### config.mk
export PLATFORM = sky130hd
export DESIGN_NAME = horn_burst_budget_limiter
export DESIGN_NICKNAME = d
export VERILOG_FILES = /design/src/hdl/hbbl_pkg.sv /design/src/hdl/hbbl_csr.sv /design/src/hdl/hbbl_core.sv /design/src/hdl/horn_burst_budget_limiter.sv
export SDC_FILE = /design/constraint.sdc
export NUM_CORES = 1
export LEC_CHECK = 0
export ABC_AREA = 0
export BUFFER_PORTS_ARGS = -buffer_cell sky130_fd_sc_hd__buf_2
export CORE_AREA = 5 5 345 178
export CTS_CLUSTER_SIZE = 10
export DETAILED_ROUTE_END_ITERATION = 10
export DIE_AREA = 0 0 350 183
export PLACE_DENSITY = 0.56
export SETUP_SLACK_MARGIN = 0.05
export SLEW_MARGIN = 0
export SYNTH_ARGS = -nofsm -noshare
export SYNTH_HDL_FRONTEND = slang
export SYNTH_SLANG_ARGS = --single-unit
### constraint.sdc
create_clock -name clock -period 13.1 [get_ports clock]
set_input_delay 0.655 -clock clock [delete_from_list [all_inputs] [get_ports clock]]
set_output_delay 0.655 -clock clock [all_outputs]
set_load 0.01 [all_outputs]
### src/hdl/hbbl_pkg.sv
// Package for the horn burst budget limiter.
// Holds the register map, configuration and result types shared by all modules.
// No dependencies.
`timescale 1ns / 1ps
`default_nettype none

package hbbl_pkg;

   // Field widths
   localparam int TimeW  = 32;
   localparam int StepW  = 10;
   localparam int DutyW  = 8;
   localparam int DataW  = 32;
   localparam int AddrW  = 5;
   localparam int IndexW = 3;

   // Reset values of the configuration registers
   localparam logic [TimeW-1:0] BudgetRst   = 32'd30000;
   localparam logic [TimeW-1:0] PeriodRst   = 32'd3600000;
   localparam logic [TimeW-1:0] MaxBurstRst = 32'd5000;
   localparam logic [TimeW-1:0] CooldownRst = 32'd2000;
   localparam logic [StepW-1:0] StepRst     = 10'd10;
   localparam logic [DutyW-1:0] FullRst     = 8'd255;
   localparam logic [DutyW-1:0] ReducedRst  = 8'd120;

   // Register indexes (byte address = 4 * index)
   typedef enum logic [IndexW-1:0] {
      REG_BUDGET    = 3'd0,
      REG_PERIOD    = 3'd1,
      REG_MAX_BURST = 3'd2,
      REG_COOLDOWN  = 3'd3,
      REG_STEP      = 3'd4,
      REG_FULL      = 3'd5,
      REG_REDUCED   = 3'd6
   } reg_index_type;

   // Configuration seen by the datapath
   typedef struct packed {
      logic [TimeW-1:0] budget_ms;
      logic [TimeW-1:0] budget_period_ms;
      logic [TimeW-1:0] max_burst_ms;
      logic [TimeW-1:0] cooldown_ms;
      logic [StepW-1:0] budget_step;
      logic [DutyW-1:0] full_duty;
      logic [DutyW-1:0] reduced_duty;
   } cfg_type;

   // One result item
   typedef struct packed {
      logic [DutyW-1:0] duty;
      logic             burst_active;
      logic             cooldown_active;
      logic             budget_exhausted;
   } res_type;

endpackage

`default_nettype wire

### src/hdl/hbbl_csr.sv
// Configuration register file of the horn burst budget limiter.
// APB-style write/read port; depends on hbbl_pkg.
`timescale 1ns / 1ps
`default_nettype none

module hbbl_csr (
   input  wire logic                        clock,
   input  wire logic                        reset,
   input  wire logic                        csr_psel,
   input  wire logic                        csr_penable,
   input  wire logic                        csr_pwrite,
   input  wire logic [hbbl_pkg::AddrW-1:0]  csr_paddr,
   input  wire logic [hbbl_pkg::DataW-1:0]  csr_pwdata,
   output logic      [hbbl_pkg::DataW-1:0]  csr_prdata,
   output logic                             csr_pready,
   output hbbl_pkg::cfg_type                cfg
);

   hbbl_pkg::cfg_type       cfg_ff;
   logic                    wr_en;
   hbbl_pkg::reg_index_type idx;

   assign csr_pready = 1'b1;
   assign idx        = hbbl_pkg::reg_index_type'(csr_paddr[hbbl_pkg::AddrW-1:2]);
   assign wr_en      = csr_psel && csr_penable && csr_pwrite;
   assign cfg        = cfg_ff;

   // Register writes; unknown indexes are dropped
   always_ff @(posedge clock) begin
      if (reset) begin
         cfg_ff.budget_ms        <= hbbl_pkg::BudgetRst;
         cfg_ff.budget_period_ms <= hbbl_pkg::PeriodRst;
         cfg_ff.max_burst_ms     <= hbbl_pkg::MaxBurstRst;
         cfg_ff.cooldown_ms      <= hbbl_pkg::CooldownRst;
         cfg_ff.budget_step      <= hbbl_pkg::StepRst;
         cfg_ff.full_duty        <= hbbl_pkg::FullRst;
         cfg_ff.reduced_duty     <= hbbl_pkg::ReducedRst;
      end else if (wr_en) begin
         case (idx)
            hbbl_pkg::REG_BUDGET:    cfg_ff.budget_ms        <= csr_pwdata;
            hbbl_pkg::REG_PERIOD:    cfg_ff.budget_period_ms <= csr_pwdata;
            hbbl_pkg::REG_MAX_BURST: cfg_ff.max_burst_ms     <= csr_pwdata;
            hbbl_pkg::REG_COOLDOWN:  cfg_ff.cooldown_ms      <= csr_pwdata;
            hbbl_pkg::REG_STEP:      cfg_ff.budget_step      <= csr_pwdata[hbbl_pkg::StepW-1:0];
            hbbl_pkg::REG_FULL:      cfg_ff.full_duty        <= csr_pwdata[hbbl_pkg::DutyW-1:0];
            hbbl_pkg::REG_REDUCED:   cfg_ff.reduced_duty     <= csr_pwdata[hbbl_pkg::DutyW-1:0];
            default: ;
         endcase
      end
   end

   // Read mux, narrow registers zero-extended
   always_comb begin
      case (idx)
         hbbl_pkg::REG_BUDGET:    csr_prdata = cfg_ff.budget_ms;
         hbbl_pkg::REG_PERIOD:    csr_prdata = cfg_ff.budget_period_ms;
         hbbl_pkg::REG_MAX_BURST: csr_prdata = cfg_ff.max_burst_ms;
         hbbl_pkg::REG_COOLDOWN:  csr_prdata = cfg_ff.cooldown_ms;
         hbbl_pkg::REG_STEP:
            csr_prdata = {{(hbbl_pkg::DataW-hbbl_pkg::StepW){1'b0}}, cfg_ff.budget_step};
         hbbl_pkg::REG_FULL:
            csr_prdata = {{(hbbl_pkg::DataW-hbbl_pkg::DutyW){1'b0}}, cfg_ff.full_duty};
         hbbl_pkg::REG_REDUCED:
            csr_prdata = {{(hbbl_pkg::DataW-hbbl_pkg::DutyW){1'b0}}, cfg_ff.reduced_duty};
         default:                 csr_prdata = '0;
      endcase
   end

endmodule

`default_nettype wire

### src/hdl/hbbl_core.sv
// Poll evaluation and state registers of the horn burst budget limiter.
// Period, cooldown, burst and budget logic; depends on hbbl_pkg.
`timescale 1ns / 1ps
`default_nettype none

module hbbl_core (
   input  wire logic                        clock,
   input  wire logic                        reset,
   input  wire logic                        step_en,
   input  wire logic                        pressed,
   input  wire logic [hbbl_pkg::TimeW-1:0]  now_ms,
   input  hbbl_pkg::cfg_type                cfg,
   output hbbl_pkg::res_type                res
);

   localparam int TW = hbbl_pkg::TimeW;

   logic [TW-1:0] used_ff, used_in;
   logic [TW-1:0] period_start_ff, period_start_in;
   logic [TW-1:0] burst_start_ff, burst_start_in;
   logic [TW-1:0] release_ff, release_in;
   logic          in_burst_ff, in_burst_in;
   logic          in_cooldown_ff, in_cooldown_in;

   logic [TW-1:0] used_base;
   logic [TW-1:0] burst_origin;
   logic [TW:0]   used_sum;
   logic          period_hit;
   logic          cooldown_done;
   logic          burst_over;

   // Elapsed-time checks, all modulo 2^32
   assign period_hit    = (now_ms - period_start_ff) >= cfg.budget_period_ms;
   assign cooldown_done = (now_ms - release_ff) >= cfg.cooldown_ms;
   assign used_base     = period_hit ? '0 : used_ff;
   assign burst_origin  = in_burst_ff ? burst_start_ff : now_ms;
   assign burst_over    = (now_ms - burst_origin) >= cfg.max_burst_ms;
   assign used_sum      = {1'b0, used_base}
                        + {{(TW + 1 - hbbl_pkg::StepW){1'b0}}, cfg.budget_step};

   // Next state and duty for one poll
   always_comb begin
      used_in         = used_base;
      period_start_in = period_hit ? now_ms : period_start_ff;
      burst_start_in  = burst_start_ff;
      release_in      = release_ff;
      in_burst_in     = in_burst_ff;
      in_cooldown_in  = in_cooldown_ff;
      res.duty        = '0;

      if (in_cooldown_ff && !cooldown_done) begin
         // still silent
      end else begin
         in_cooldown_in = 1'b0;
         if (pressed) begin
            burst_start_in = burst_origin;
            if (burst_over) begin
               in_burst_in    = 1'b0;
               in_cooldown_in = 1'b1;
               release_in     = now_ms;
            end else begin
               in_burst_in = 1'b1;
               if (used_base < cfg.budget_ms) begin
                  // saturate on carry out
                  used_in  = used_sum[TW] ? '1 : used_sum[TW-1:0];
                  res.duty = cfg.full_duty;
               end else begin
                  res.duty = cfg.reduced_duty;
               end
            end
         end else if (in_burst_ff) begin
            in_burst_in    = 1'b0;
            in_cooldown_in = 1'b1;
            release_in     = now_ms;
         end
      end

      res.burst_active     = in_burst_in;
      res.cooldown_active  = in_cooldown_in;
      res.budget_exhausted = used_in >= cfg.budget_ms;
   end

   // State update, once per transfer
   always_ff @(posedge clock) begin
      if (reset) begin
         used_ff         <= '0;
         period_start_ff <= '0;
         burst_start_ff  <= '0;
         release_ff      <= '0;
         in_burst_ff     <= 1'b0;
         in_cooldown_ff  <= 1'b0;
      end else if (step_en) begin
         used_ff         <= used_in;
         period_start_ff <= period_start_in;
         burst_start_ff  <= burst_start_in;
         release_ff      <= release_in;
         in_burst_ff     <= in_burst_in;
         in_cooldown_ff  <= in_cooldown_in;
      end
   end

   // A burst and a cooldown never overlap
   a_burst_cooldown_excl: assert property (@(posedge clock) disable iff (reset)
      !(in_burst_ff && in_cooldown_ff))
      else $error("burst and cooldown both active");

   // Usage only grows within a period unless it clears
   a_used_monotone: assert property (@(posedge clock) disable iff (reset)
      (step_en && !period_hit) |=> (used_ff >= $past(used_ff)))
      else $error("usage decreased without a period reset");

endmodule

`default_nettype wire

### src/hdl/horn_burst_budget_limiter.sv
// Top level of the horn burst budget limiter.
// Input register, hbbl_core evaluation, result register; uses hbbl_csr and hbbl_pkg.
`timescale 1ns / 1ps
`default_nettype none

// Horn burst budget limiter: each poll (button level plus millisecond
// timestamp) gives one result with the PWM duty and the burst, cooldown and
// budget flags. A poll is taken every cycle while the result side keeps up;
// the poll is evaluated from the input register, and its result is then
// stored in the result register, which holds it on the result channel
// until the result is transferred. The state
// registers in the core are updated when a poll moves from the input register
// into the result register, so back-to-back polls see each other's effect.
// A stalled result holds the result register; the input register still takes
// one further poll before req_stall rises. Configuration registers should be
// written only while no poll is in flight.

module horn_burst_budget_limiter (
   input  wire logic                        clock,
   input  wire logic                        reset,
   // poll channel
   input  wire logic                        req_valid,
   output logic                             req_stall,
   input  wire logic                        req_pressed,
   input  wire logic [hbbl_pkg::TimeW-1:0]  req_now_ms,
   // result channel
   output logic                             rsp_valid,
   input  wire logic                        rsp_stall,
   output logic      [hbbl_pkg::DutyW-1:0]  rsp_duty,
   output logic                             rsp_burst_active,
   output logic                             rsp_cooldown_active,
   output logic                             rsp_budget_exhausted,
   // configuration port
   input  wire logic                        csr_psel,
   input  wire logic                        csr_penable,
   input  wire logic                        csr_pwrite,
   input  wire logic [hbbl_pkg::AddrW-1:0]  csr_paddr,
   input  wire logic [hbbl_pkg::DataW-1:0]  csr_pwdata,
   output logic      [hbbl_pkg::DataW-1:0]  csr_prdata,
   output logic                             csr_pready
);

   hbbl_pkg::cfg_type cfg;
   hbbl_pkg::res_type res;
   hbbl_pkg::res_type rsp_ff;

   logic                       in_valid_ff, in_valid_in;
   logic                       in_pressed_ff;
   logic [hbbl_pkg::TimeW-1:0] in_now_ff;
   logic                       rsp_valid_ff, rsp_valid_in;
   logic                       out_free;
   logic                       advance;
   logic                       req_take;

   // Pipeline control
   assign out_free    = !rsp_valid_ff || !rsp_stall;
   assign advance     = in_valid_ff && out_free;
   assign req_stall   = in_valid_ff && !out_free;
   assign req_take    = req_valid && !req_stall;
   assign in_valid_in = req_take || (in_valid_ff && !advance);
   assign rsp_valid_in = advance || (rsp_valid_ff && !out_free);

   hbbl_csr u_csr (
      .clock       (clock),
      .reset       (reset),
      .csr_psel    (csr_psel),
      .csr_penable (csr_penable),
      .csr_pwrite  (csr_pwrite),
      .csr_paddr   (csr_paddr),
      .csr_pwdata  (csr_pwdata),
      .csr_prdata  (csr_prdata),
      .csr_pready  (csr_pready),
      .cfg         (cfg)
   );

   hbbl_core u_core (
      .clock   (clock),
      .reset   (reset),
      .step_en (advance),
      .pressed (in_pressed_ff),
      .now_ms  (in_now_ff),
      .cfg     (cfg),
      .res     (res)
   );

   // Valid flags
   always_ff @(posedge clock) begin
      if (reset) begin
         in_valid_ff  <= 1'b0;
         rsp_valid_ff <= 1'b0;
      end else begin
         in_valid_ff  <= in_valid_in;
         rsp_valid_ff <= rsp_valid_in;
      end
   end

   // Input register payload
   always_ff @(posedge clock) begin
      if (req_take) begin
         in_pressed_ff <= req_pressed;
         in_now_ff     <= req_now_ms;
      end
   end

   // Result register payload
   always_ff @(posedge clock) begin
      if (advance) begin
         rsp_ff <= res;
      end
   end

   assign rsp_valid            = rsp_valid_ff;
   assign rsp_duty             = rsp_ff.duty;
   assign rsp_burst_active     = rsp_ff.burst_active;
   assign rsp_cooldown_active  = rsp_ff.cooldown_active;
   assign rsp_budget_exhausted = rsp_ff.budget_exhausted;

   // A waiting poll is not dropped
   a_in_held: assert property (@(posedge clock) disable iff (reset)
      (in_valid_ff && !advance) |=> in_valid_ff)
      else $error("waiting poll lost");

   // A cooldown result is always silent
   a_cooldown_silent: assert property (@(posedge clock) disable iff (reset)
      (rsp_valid_ff && rsp_ff.cooldown_active) |-> (rsp_ff.duty == '0))
      else $error("non-zero duty during cooldown");

endmodule

`default_nettype wire
==> results.yml, run 1 <==
critical_path:
  cp.required_ns: 13.40
  worst-r2r-setup-slack_ns: 0.87
  worstPathArrival_ns: 12.52
  capturing_point_of_the_worst_reg2reg_path: "rsp_budget_exhausted"
  timing.reg2reg.worst_path_depth: 47
  path_common_cell: "sky130_fd_sc_hd__a21o_1"
  cpMaxStageDelayCell: "sky130_fd_sc_hd__o31ai_1"
  rr_startpoint: "in_now_ff[0]"
  critical-path-top-delay-family: "compound AO/OA/AOI/OAI gates"
  critPathMaxStageDelay_ns: 0.68
  start_kind: "register"
  crit_fanout: 17
  crit_path_end_kind: "register"
  crit_type: "reg -> reg"
  critPathBufInv: 4
run:
  drv_cap: 0
worst_hold_path:
  min-delay-start: "req_now_ms[18]"
  hold_path_depth: 1
  hold_crit_path_type: "in -> reg"
  holdPathEnd: "in_now_ff[18]"
outcome:
  outcome: "completed"
power_and_ir_drop:
  static-leakage-power_nw: 10.06
  worst_supply_voltage_drop_on_vdd_uv: 75.80
  power_per_cell_area_nw_per_um2: 112.8
  p_total_mw: 2.858
clock_tree:
  clk_latency_ns: 0.56
  cts_htree_levels: 2
  cts.sink_count: 330
  maximum_clock_path_buffer_count: 3
  tritoncts: "yes"
  ctsRootBufferMaster: "sky130_fd_sc_hd__clkbuf_16"
  cts_buffers: 39
  clk_transition_reported_paths_ns: 0.06
sta:
  timing.final.setup_violations: 0
  worst_clock_skew_ns: 0.02644
  worst-slew-pin-transition_ns: 1.265
  setup_repair_after_global_routing_missed_its_margin: "false"
  fin_crit_sh: 0.9333
  final.setup.tns_ns: 0
  timing.max_slew.rel_slack: 0.1548
  timing.final.hold_violations: 0
  finalMaxSlewViolations: 0
  fmax_mhz: 81.79
  finalWorstPathRequiredPeriod_ns: 12.23
route:
  iter_0_drt_violations: 1768
  routed-via-count: 20650
  route.antenna.remaining_nets: 0
  detail_route.vias_per_cell: 5.605
  firstDrtPassIters: 5
  totalWireLength_microns: 73970
  drt-wirelength-per-cell_microns: 20.08
  drt_drc_violations_left: 0
grt:
  grt_first_pass_wirelength_microns: 113100
  grt_pass1_vias: 19580
  globalRoute.totalOverflow: 0
  gr-usage-all-layers: 0.2233
  antenna_found_initial: 2
  grt_start_max_net_pins: 110
synth:
  synth_commonest_cells: "sky130_fd_sc_hd__nand2_1, sky130_fd_sc_hd__dfxtp_1, sky130_fd_sc_hd__a21oi_1"
  synth.avg_cell_area_sq_um: 8.130
  yosysWarnings: 0
  synth_most_common_cell: "sky130_fd_sc_hd__nand2_1"
  yosys_register_bits: 330
  async_flop_share: 0
  yosys.area.top_type_share: 0.2496
  synth_sequential_area_ratio: 0.3071
  most_frequently_used_flop_master_after_synthesis: "sky130_fd_sc_hd__dfxtp_1"
  postSynthNetCount: 3162
  netlist_top_cells_area: "sky130_fd_sc_hd__dfxtp_1, sky130_fd_sc_hd__ha_1, sky130_fd_sc_hd__nand2_1, sky130_fd_sc_hd__a21oi_1, sky130_fd_sc_hd__edfxtp_1"
  synth-edff-count: 44
  post_syn_area_sq_um: 22940
  netlist_instances: 2822
  synth_largest_area_cell: "sky130_fd_sc_hd__dfxtp_1"
  ys_types: 105
cells_and_area:
  ratio_of_cells_with_drive_above_1_in_the_final_layout: 0.09060
  postLayoutCellArea_sq_um: 25350
  design.final.nets: 3224
  layout.cells.non_filler: 3684
  areaGrowthSynthToFinish_pct: 10.47
die:
  chipHeight_microns: 183
  area_of_the_die_sq_um: 64050
  die_w_microns: 350
  start_util: 0.3939
  core_area_sq_um: 58250
  ios: 123
  std_cell_rows: 63
placement:
  gpl.final_weighted_congestion: 0.9230
  hpwl_microns: 56720
  dpl.cell_count: 3623
  number_of_input_and_output_port_buffers_inserted: 119
  placement.cell_area_sq_um: 24220
==> final cells by class <==
| class | instances | area [sq um] |
|---|---|---|
| fill | 5821 | 32910 |
| sequential | 330 | 7048 |
| inverter | 223 | 837.1 |
| multi-input combinational | 2145 | 14570 |
| clock inverter | 3 | 30.03 |
| tap | 780 | 975.9 |
| antenna | 1 | 2.502 |
| clock buffer | 57 | 1085 |
| timing repair buffer | 145 | 799.5 |
==> report_power, final <==
part | switching (mW) | internal (mW) | total [mW]
logic | 0.457 | 0.285 | 0.743
registers | 0.0270 | 1.06 | 1.09
clock network | 0.458 | 0.570 | 1.03
==> placed cells by master, fill, tap and decap left out, types with 69 or more instances in the layout <==
| cell | n |
|---|---|
| sky130_fd_sc_hd__xnor2_1 | 69 |
| sky130_fd_sc_hd__a21oi_1 | 268 |
| sky130_fd_sc_hd__a21o_1 | 69 |
| sky130_fd_sc_hd__dfxtp_1 | 285 |
| sky130_fd_sc_hd__buf_2 | 118 |
| sky130_fd_sc_hd__mux2i_1 | 111 |
| sky130_fd_sc_hd__inv_1 | 221 |
| sky130_fd_sc_hd__o21ai_0 | 89 |
| sky130_fd_sc_hd__ha_1 | 259 |
| sky130_fd_sc_hd__nor2_1 | 206 |
| sky130_fd_sc_hd__nand2_1 | 443 |
==> registers in the layout, indices dropped and copies added (netlist names), named ones only <==
signal and count:
u_core.burst_start_ff 32, rsp_cooldown_active 1, u_csr.cfg 154, u_core.period_start_ff 32, rsp_burst_active 1, rsp_duty 8
u_core.used_ff 32, u_core.in_cooldown_ff 1, u_core.in_burst_ff 1, rsp_budget_exhausted 1, in_pressed_ff 1, in_now_ff 32
in_valid_ff 1, u_core.release_ff 32
==> layer usage <==
layer	share of wire	up-vias	global-route usage
li1	-	10080	-
met1	0.51	9850	0.3421
met2	0.40	631	0.3234
met3	0.072	86	0.04477
met4	0.018	0	0.04364
met5	0	-	0
==> timing repair <==
item	CTS	global route
setup endpoints to repair	0	1
gates resized for setup	0	1
hold buffers	0	0
buffers inserted	0	0
==> worst max-delay path by stage <==
stage                                 to    startpoint  cells after the start
floorplan           rsp_budget_exhausted  in_now_ff[0]                     48
CTS                 rsp_budget_exhausted  in_now_ff[0]                     47
global placement    rsp_budget_exhausted  in_now_ff[0]                     47
global route        rsp_budget_exhausted  in_now_ff[0]                     47
finish              rsp_budget_exhausted  in_now_ff[0]                     47
detailed placement  rsp_budget_exhausted  in_now_ff[0]                     47
==> per-stage QoR <==
step	util	worst slack (ns)	hold WS [ns]
final	0.4351	0.8737	0.2763
after global routing	0.4351	0.2768	0.2358
after CTS	0.4350	0.8390	0.2357
after detailed placement	0.4158	0.8789	0.4401
after global placement	0.4158	1.086	0.4361
after floorplan	-	3.804	0.4273
==> kinds of logic (layout without fill, tap and decap cells) <==
logic type | after synthesis | in the layout | share of synthesized area
AND/OR/NAND/NOR | 936 | 936 | 0.1843
AO/OA/AOI/OAI | 727 | 727 | 0.2112
buffers and inverters | 347 | 428 | 0.06032
flip-flops | 330 | 330 | 0.3071
adder cells (fa/ha/maj) | 264 | 264 | 0.1452
multiplexers | 119 | 119 | 0.05432
XOR/XNOR | 98 | 98 | 0.03741
other | 1 | 2 | 0.0001634
Power figures use the tool's default switching activity.
==> inputs of run 2 (changes only) <==
--- a/config.mk
+++ b/config.mk
@@ -11,6 +11,7 @@
 export CTS_CLUSTER_SIZE = 10
 export DETAILED_ROUTE_END_ITERATION = 10
 export DIE_AREA = 0 0 350 183
+export MAX_ROUTING_LAYER = met4
 export PLACE_DENSITY = 0.56
 export SETUP_SLACK_MARGIN = 0.05
 export SLEW_MARGIN = 0
==> results.yml, run 2 (synthesis results as in run 1) <==
outcome:
  outcome: "completed"
placement:
  gpl.final_weighted_congestion: 0.9319
  hpwl_microns: 56790
  detailedPlace.worstSlack_ns: 1.386
  number_of_input_and_output_port_buffers_inserted: 119
  placement.cell_area_sq_um: 24220
clock_tree:
  maximum_clock_path_buffer_count: 3
  tritoncts: "yes"
  cts_buffers: 39
  ctsRootBufferMaster: "sky130_fd_sc_hd__clkbuf_16"
  clk_latency_ns: 0.57
  cts.sink_count: 330
  cts_htree_levels: 2
  clk_transition_reported_paths_ns: 0.06
  ctsHoldBuffers: 0
  cts-resized-gates: 0
  post-cts-setup-buffer-count: 0
critical_path:
  cp.required_ns: 13.41
  cpMaxStageDelayCell: "sky130_fd_sc_hd__a221oi_1"
  crit_fanout: 20
  start_kind: "register"
  timing.reg2reg.worst_path_depth: 47
  path_common_cell: "sky130_fd_sc_hd__a21o_1"
  worstPathArrival_ns: 12.37
  crit_type: "reg -> reg"
  critPathMaxStageDelay_ns: 0.84
  crit_path_end_kind: "register"
route:
  detail_route.vias_per_cell: 5.579
  firstDrtPassIters: 5
  drt_drc_violations_left: 0
  route.antenna.remaining_nets: 0
  totalWireLength_microns: 74260
  iter_0_drt_violations: 1660
  routed-via-count: 20550
  drt-wirelength-per-cell_microns: 20.16
grt:
  gr-usage-all-layers: 0.2326
  grt_start_max_net_pins: 113
  antenna_found_initial: 0
  globalRoute.totalOverflow: 0
  grt_first_pass_wirelength_microns: 114000
  grt_pass1_vias: 19700
die:
  ios: 123
  chipHeight_microns: 183
  die_w_microns: 350
  area_of_the_die_sq_um: 64050
  core_area_sq_um: 58250
  start_util: 0.3939
  std_cell_rows: 63
cells_and_area:
  largest_register_ff_count: 154
  fillCellCount: 5847
  postLayoutCellArea_sq_um: 25340
  final_common_cell: "sky130_fd_sc_hd__nand2_1"
  ratio_of_cells_with_drive_above_1_in_the_final_layout: 0.09056
  diodes: 0
  areaGrowthSynthToFinish_pct: 10.43
  design.final.nets: 3224
  final_cell_mix: "sky130_fd_sc_hd__nand2_1, sky130_fd_sc_hd__dfxtp_1, sky130_fd_sc_hd__a21oi_1"
sta:
  timing.max_slew.rel_slack: 0.1481
  final.setup.tns_ns: 0
  worst_clock_skew_ns: 0.01962
  finalWorstSetupSlack_ns: 1.039
  finalWorstPathRequiredPeriod_ns: 12.06
  fmax_mhz: 82.91
  worst-slew-pin-transition_ns: 1.275
  timing.final.hold_violations: 0
  setup_repair_after_global_routing_missed_its_margin: "false"
  timing.final.setup_violations: 0
  finalMaxSlewViolations: 0
  fin_crit_sh: 0.9207
power_and_ir_drop:
  power_per_cell_area_nw_per_um2: 112.8
  static-leakage-power_nw: 10.06
  worst_supply_voltage_drop_on_vdd_uv: 71.22
worst_hold_path:
  hold_path_depth: 1
  hold_crit_path_type: "in -> reg"
run:
  drv_cap: 0
[run 2: path summary, 6_finish.rpt]
| check | slack (ns) | endpoint | start |
|---|---|---|---|
| worst max register to register | 1.04 | rsp_budget_exhausted | in_now_ff[0] |
| worst min-delay path | 0.26 | in_now_ff[2] | req_now_ms[2] |
| worst max-delay path | 1.04 | rsp_budget_exhausted | in_now_ff[0] |
| worst min register to register | 0.45 | u_core.used_ff[8] | u_core.used_ff[8] |
[run 2: stage by stage]
step                cells    util  total power, mW  hold WS [ns]
CTS                  3684  0.4349            2.883        0.2349
global placement     3623  0.4158            1.825        0.4386
floorplan            2822       -            1.620        0.4273
global route         3684  0.4349            3.010        0.2403
detailed placement   3623  0.4158            1.845        0.4394
finish               3684  0.4349            2.858        0.2638
[run 2: layer usage]
layer / wire, microns / GRT usage / part of all wire / vias up
met3: 4937 / 0.03556 / 0.066 / 96
met2: 30010 / 0.3316 / 0.40 / 627
li1: - / - / - / 10070
met1: 37980 / 0.3471 / 0.51 / 9758
met5: 0 / - / 0 / -
met4: 1339 / 0.04576 / 0.018 / 0
[run 2: layout make-up]
type,count,area (sq um),share of cell area
timing repair buffer,145,799.5,0.03156
sequential,330,7048,0.2782
multi-input combinational,2145,14560,0.5747
clock buffer,58,1087,0.04292
inverter,223,837.1,0.03304
clock inverter,3,26.28,0.001037
tap,780,975.9,0.03852
[run 2: critical path, delay by kind of cell, from the launching register on]
| family | cells | cell delay, ns |
|---|---|---|
| AO/OA/AOI/OAI | 31 | 8.10 |
| XOR/XNOR | 1 | 0.15 |
| adder cells (fa/ha/maj) | 5 | 1.41 |
| buffers and inverters | 4 | 0.66 |
| flip-flops | 1 | 0.41 |
| AND/OR/NAND/NOR | 6 | 1.04 |
[run 2: where the power goes]
part	leakage, nW	internal (mW)	total [mW]	switching, mW
Sequential	2.74	1.06	1.09	0.0270
Combinational	6.77	0.285	0.747	0.461
Clock	0.541	0.569	1.02	0.455
Total	10.1	1.92	2.86	0.943
